`config.mk`:
```
export PLATFORM = sky130hd
export DESIGN_NAME = lps_kernel
export DESIGN_NICKNAME = d
export VERILOG_FILES = /design/src/rtl/laplacian_sharpen_3x3_macros.svh /design/src/rtl/lps_pkg.sv /design/src/rtl/lps_kernel.sv
export SDC_FILE = /design/constraint.sdc
export NUM_CORES = 1
export LEC_CHECK = 0
export BUFFER_PORTS_ARGS = -buffer_cell sky130_fd_sc_hd__buf_2
export CAP_MARGIN = 20
export CORE_MARGIN = 2
export CORE_UTILIZATION = 31
export DETAILED_ROUTE_END_ITERATION = 6
export MAX_ROUTING_LAYER = met4
export SYNTH_ARGS = -nofsm -noshare
export SYNTH_HDL_FRONTEND = slang
export SYNTH_SLANG_ARGS = --single-unit
export TNS_END_PERCENT = 20
```
`constraint.sdc`:
```
create_clock -name vclk -period 7.8
set_clock_uncertainty 0.1 [all_clocks]
set_input_delay 1.56 -clock vclk [all_inputs]
set_output_delay 1.56 -clock vclk [all_outputs]
set_load 0.01 [all_outputs]
```
`src/rtl/laplacian_sharpen_3x3_macros.svh`:
```
// ----------------------------------------------------------------------------
// laplacian_sharpen_3x3_macros
// assertion shorthands shared by the sharpening filter rtl
// ----------------------------------------------------------------------------
`ifndef LAPLACIAN_SHARPEN_3X3_MACROS_SVH
`define LAPLACIAN_SHARPEN_3X3_MACROS_SVH

// same-cycle implication, checked out of reset
`define LPS_ASSERT_NOW(label, clk, rst_n, ante, cons) \
  label: assert property (@(posedge clk) disable iff (!rst_n) (ante) |-> (cons)) \
    else $error("lps check failed: same-cycle rule");

// next-cycle implication, checked out of reset
`define LPS_ASSERT_NEXT(label, clk, rst_n, ante, cons) \
  label: assert property (@(posedge clk) disable iff (!rst_n) (ante) |=> (cons)) \
    else $error("lps check failed: next-cycle rule");

`endif

```
`src/rtl/lps_pkg.sv`:
```
// ----------------------------------------------------------------------------
// lps_pkg
// shared types and constants of the 3x3 laplacian sharpening filter
// ----------------------------------------------------------------------------
package lps_pkg;

  localparam int SampleW   = 8;
  localparam int ConfigW   = 11;
  localparam int ChanW     = 3;
  localparam int RowW      = 10;
  localparam int StoreAw   = 12;
  localparam int StoreDepth = 4096;
  localparam int CfgIdxW   = 2;

  localparam int MinDim    = 3;
  localparam int MaxHeight = 1024;

  localparam logic [ConfigW-1:0] WidthReset    = 11'd640;
  localparam logic [ConfigW-1:0] HeightReset   = 11'd480;
  localparam logic [ChanW-1:0]   ChannelsReset = 3'd3;

  // register indexes of the configuration port
  typedef enum logic [CfgIdxW-1:0] {
    CFG_IMAGE_WIDTH   = 2'd0,
    CFG_IMAGE_HEIGHT  = 2'd1,
    CFG_CHANNEL_COUNT = 2'd2
  } lps_cfg_e;

  // per-word flags carried from the input register to the result side
  typedef struct packed {
    logic need_first;   // word yields the delayed result of the row above
    logic interior;     // delayed result is a filtered sample, not border
    logic need_border;  // word sits in the last row: its own zero sample
    logic last_frame;   // border sample closes the frame
    logic parity;       // row parity, picks the bank roles
  } lps_item_t;

endpackage

```
`src/rtl/lps_kernel.sv`:
```
// ----------------------------------------------------------------------------
// lps_kernel
// five-point laplacian sharpening sum with clamp to the sample range
// ----------------------------------------------------------------------------
module lps_kernel
  import lps_pkg::*;
(
  input  logic [SampleW-1:0] centre_i,
  input  logic [SampleW-1:0] left_i,
  input  logic [SampleW-1:0] right_i,
  input  logic [SampleW-1:0] up_i,
  input  logic [SampleW-1:0] down_i,
  output logic [SampleW-1:0] value_o
);

  logic [11:0]        gain;
  logic [11:0]        neigh;
  logic signed [11:0] diff;

  always_comb begin
    // 5 * centre as shift plus add
    gain  = {2'b00, centre_i, 2'b00} + {4'b0000, centre_i};
    neigh = {4'b0000, left_i} + {4'b0000, right_i} + {4'b0000, up_i}
          + {4'b0000, down_i};
    diff  = $signed(gain) - $signed(neigh);
    if (diff < 12'sd0) begin
      value_o = '0;
    end else if (diff > 12'sd255) begin
      value_o = '1;
    end else begin
      value_o = diff[SampleW-1:0];
    end
  end

endmodule

```
Word level (Yosys, flattened, before mapping)
Index checks and enable logic that the tools add are counted.
{ "totals": {"ff_bits": 0, "output_inout_bits": 8} }
{ "classes": {"muxes": 2, "n_addsub": 5, "order_cmp": 2} }
{ "op_table": {"columns": ["op", "n"], "rows": [
  ["10-bit by 8-bit adder with 11-bit output", 2],
  ["8-bit 2-to-1 mux", 2],
  ["12-bit by 9-bit greater-than comparator with 1-bit output, second input constant", 1],
  ["12-bit by 1-bit less-than comparator with 1-bit output, second input constant", 1],
  ["11-bit by 11-bit subtractor with 12-bit output", 1],
  ["9-bit by 8-bit adder with 10-bit output", 1],
  ["8-bit by 8-bit adder with 9-bit output", 1]
]} }

Longest topological paths before layout
{ "depth": {"depth_word": 7, "mapped_depth": 14, "depth_no_buf": 14} }

Worst setup path after synthesis
OpenSTA, ideal clock, no wires.
{ "synth_timing": {"kind": "input-to-output", "startpoint": "input port right_i[1]", "endpoint": "output port value_o[0]", "path_stages": 13, "arrival_time_ns": 4.867, "path_slack_ns": 1.273, "cell_sequence": "inv_1 fa_1 fa_1 inv_1 fa_1 inv_1 fa_1 a211oi_2 o21ai_2 a221oi_2 xnor2_1 nor3_4 a21oi_1"} }
{ "synth_via": {"elab_chain_len": 7, "word_cells_on_any_way": 8} }
{ "synth_rtl": {"columns": ["item", "line_no", "text"], "rows": [
  ["start: declaration", "lps_kernel.sv:10", "input logic [SampleW-1:0] right_i,"],
  ["8-bit by 8-bit adder with 9-bit output *", "lps_kernel.sv:23", "neigh = {4'b0000, left_i} + {4'b0000, right_i} + {4'b0000, up_i}"],
  ["9-bit by 8-bit adder with 10-bit output *", "lps_kernel.sv:23", null],
  ["10-bit by 8-bit adder with 11-bit output *", "lps_kernel.sv:24", "+ {4'b0000, down_i};"],
  ["11-bit by 11-bit subtractor with 12-bit output *", "lps_kernel.sv:25", "diff = $signed(gain) - $signed(neigh);"],
  ["12-bit by 9-bit greater-than comparator with 1-bit output", "lps_kernel.sv:28", "end else if (diff > 12'sd255) begin"],
  ["8-bit 2-to-1 mux", "lps_kernel.sv:28", null],
  ["8-bit 2-to-1 mux *", "lps_kernel.sv:26", "if (diff < 12'sd0) begin"],
  ["end: declaration", "lps_kernel.sv:13", "output logic [SampleW-1:0] value_o"]
]} }
Mark *: on every way between the ends. The rest lies on a longest branch, timed or not.

Final worst setup path
{ "layout_timing": {"startpoint": "input port right_i[4]", "endpoint": "output port value_o[0]"} }
Same word-level chain as after synthesis.

==> parameters.txt <==
Parameter                              Value

Drt
  WL/cell ... a little over 8 µm
  Total detailed-routing wirelength ... about 2300 µm
  Post-DRT Antenna Nets ... 0
  Initial DRC count ... 17
  Detailed Routing Iterations Pass 1 ... 2
  Number of remaining DRC errors ... 0
  Total number of vias ... approximately 1200
  Drt via density ... 4.218

Placed design
  Number of placed instances, taps included ... 275
  Half-perimeter wire length after detailed placement ... between 2000 and 2500 µm
  Count of buffers inserted at the top-level ports ... between 40 and 50
  Final GP Congestion ... ~0.77

Power
  Power density relative to cell area ... 269.9 mW/mm²
  Leakage power figure ... ~1.1 nW
  PnR Total Power ... around 0.47 mW
  Maximum resistive drop on vdd ... 77.52 µV

Clock network
  Number of buffers inserted to repair setup after CTS ... 0
  Cts repair resizes ... 0
  Post-cts hold buffer count ... 0

Final layout
  Fill count ... roughly 470
  Number of flip-flops and latches ... 0
  Number of nets at the end of the flow ... 310
  Sequential cell area ... 0 µm²
  Number of standard cells in the layout, taps in and fillers out ... ~280
  Post-route core utilization ... 0.3937
  Share of cells above drive strength 1 ... 0.2332
  Clock buffer count ... 0
  Growth of design area from synthesis to finish ... 21.31%
  Diodes inserted ... 0
  Area used by multi-input combinational logic ... between 0.001 and 0.0015 mm²

Global routing
  Number of global-route vias before repair ... between 1000 and 1500
  Gr usage total ... 0.1045
  Maximum number of pins on one net before global-route repair ... 9
  Number of antenna violations at the first check in global routing ... 0
  Global-route wire length before repair ... roughly 4500 µm
  Global route total overflow ... 0

Setup path
  Data arrival time at the worst-slack endpoint ... 5.23 ns
  Endpoint class of the critical path ... output pin
  Maximum fanout count along the critical path ... 8
  Crit Path Class ... in2out
  Required time at the worst-slack endpoint ... around 6.1 ns
  CP Launch Type ... input pin

Timing
  Measured slew at the worst slew-check pin ... 0.5808 ns
  Post-route setup TNS ... 0 ns
  Unrepaired setup endpoints after global routing ... no
  Final critical delay including setup and external delays ... 6.889 ns
  Period Utilization, post-route ... 0.8832
  Max Transition Viols Final ... 0
  Worst hold slack ... roughly 3.6 ns
  Final hold viol count ... 0
  Maximum clock frequency ... between 100 and 150 MHz
  Slew HR ... 0.6128
  Setup violators final ... 0

Die
  FP Rows ... 24
  Number of top-level pins ... 48
  Floorplan die height ... 71.98 µm
  Standard cell core area ... 0.004414 mm²
  Die Wd ... approximately 70 µm
  Effective utilization at floorplan ... 0.3245
  Total Die Area ... between 0.005 and 0.006 mm²

Synthesis
  Top cells by area, synth ... sky130_fd_sc_hd__fa_1 (42%), sky130_fd_sc_hd__inv_1 (20%), sky130_fd_sc_hd__ha_1 (13%)
  Synthesized area ... between 0.001 and 0.0015 mm²
  Cell type with the largest total area after synthesis ... sky130_fd_sc_hd__fa_1
  Count of synthesis-stage warnings from yosys ... 0
  Avg Inst Size Synth ... 8.186 µm²
  Register area share after synthesis ... 0
  Top-area cell type share of the netlist area ... 0.4192
  Net count after synthesis ... 260
  Post-synthesis cell count ... 175
  Number of unique standard cell types used by synthesis ... 21

Hold path
  Type of the tightest min-delay check ... in2out

Status
  Outcome ... finished, final reports clean

Job
  Count of max-cap constraint violations ... 0
## path summary, 6_finish.rpt
path	from	endpoint	cells past startpoint
hold / removal	centre_i[0]	value_o[0]	5
setup / recovery	right_i[4]	value_o[0]	15
## placed cells by master (no fill, tap or decap), types with 2 or more instances in the layout
cell type / count
sky130_fd_sc_hd__xor2_1: 2
sky130_fd_sc_hd__fa_1: 30
sky130_fd_sc_hd__inv_1: 78
sky130_fd_sc_hd__nor2_1: 2
sky130_fd_sc_hd__a21o_1: 3
sky130_fd_sc_hd__a21oi_1: 16
sky130_fd_sc_hd__ha_1: 15
sky130_fd_sc_hd__o211ai_1: 2
sky130_fd_sc_hd__xnor2_1: 9
sky130_fd_sc_hd__nand2_1: 4
sky130_fd_sc_hd__buf_2: 48
sky130_fd_sc_hd__o21ai_0: 2
sky130_fd_sc_hd__nand3_1: 3
## final cells by class
class	instances	area share
multi-input combinational	97	0.6559
inverter	78	0.1685
timing repair buffer	48	0.1382
tap	52	0.03744
## critical path, stage by stage
cell and delay [ns]:
sky130_fd_sc_hd__buf_2 0.07, sky130_fd_sc_hd__inv_1 0.04, sky130_fd_sc_hd__fa_1 0.49, sky130_fd_sc_hd__fa_1 0.54
sky130_fd_sc_hd__inv_1 0.05, sky130_fd_sc_hd__fa_1 0.53, sky130_fd_sc_hd__inv_1 0.04, sky130_fd_sc_hd__ha_1 0.35
sky130_fd_sc_hd__a21oi_1 0.18, sky130_fd_sc_hd__o211ai_1 0.17, sky130_fd_sc_hd__a31oi_1 0.31, sky130_fd_sc_hd__o21ai_0 0.14
sky130_fd_sc_hd__a21oi_1 0.50, sky130_fd_sc_hd__a21oi_1 0.08, sky130_fd_sc_hd__buf_2 0.17
## stage by stage
stage               cell area [µm²]  worst slack [ns]
floorplan                      1433             1.273
global placement               1738            0.9510
detailed placement             1738            0.9020
CTS                            1738            0.8845
global route                   1738            0.5619
finish                         1738            0.9108
## routing by layer
metal / part of all wire / track usage / vias up
met5: 0 / - / -
met2: 0.54 / 0.2171 / 25
met1: 0.42 / 0.1164 / 530
li1: - / - / 605
met3: 0.038 / 0.001389 / 0
met4: 0 / 0.002096 / 0
## cell usage after synthesis
cell type                  instances
sky130_fd_sc_hd__o21ai_0           2
sky130_fd_sc_hd__fa_1             30
sky130_fd_sc_hd__nor2_1            2
sky130_fd_sc_hd__a21o_1            3
sky130_fd_sc_hd__a21oi_1          16
sky130_fd_sc_hd__mux2i_1           1
sky130_fd_sc_hd__a221oi_2          1
sky130_fd_sc_hd__xnor2_1           9
sky130_fd_sc_hd__o211ai_1          2
sky130_fd_sc_hd__nor3_4            1
sky130_fd_sc_hd__ha_1             15
sky130_fd_sc_hd__o21a_1            1
sky130_fd_sc_hd__nand2_1           4
sky130_fd_sc_hd__o22ai_1           1
sky130_fd_sc_hd__o21ai_2           1
sky130_fd_sc_hd__o21bai_1          1
sky130_fd_sc_hd__nand3_1           3
sky130_fd_sc_hd__xor2_1            2
sky130_fd_sc_hd__inv_1            78
sky130_fd_sc_hd__a31oi_1           1
sky130_fd_sc_hd__a211oi_2          1
## power by group
part	internal [mW]	switching, mW
Sequential	0	0
Clock	0	0
Combinational	0.205	0.264
Total	0.205	0.264
## cells by family after synthesis
logic type	share of synthesized area
fa+ha+maj	0.5502
compound gates	0.1336
simple gates	0.03755
mux	0.006987
xor+xnor	0.06725
buf+inv	0.2044
Note: power is estimated with default switching activity, not from simulation.
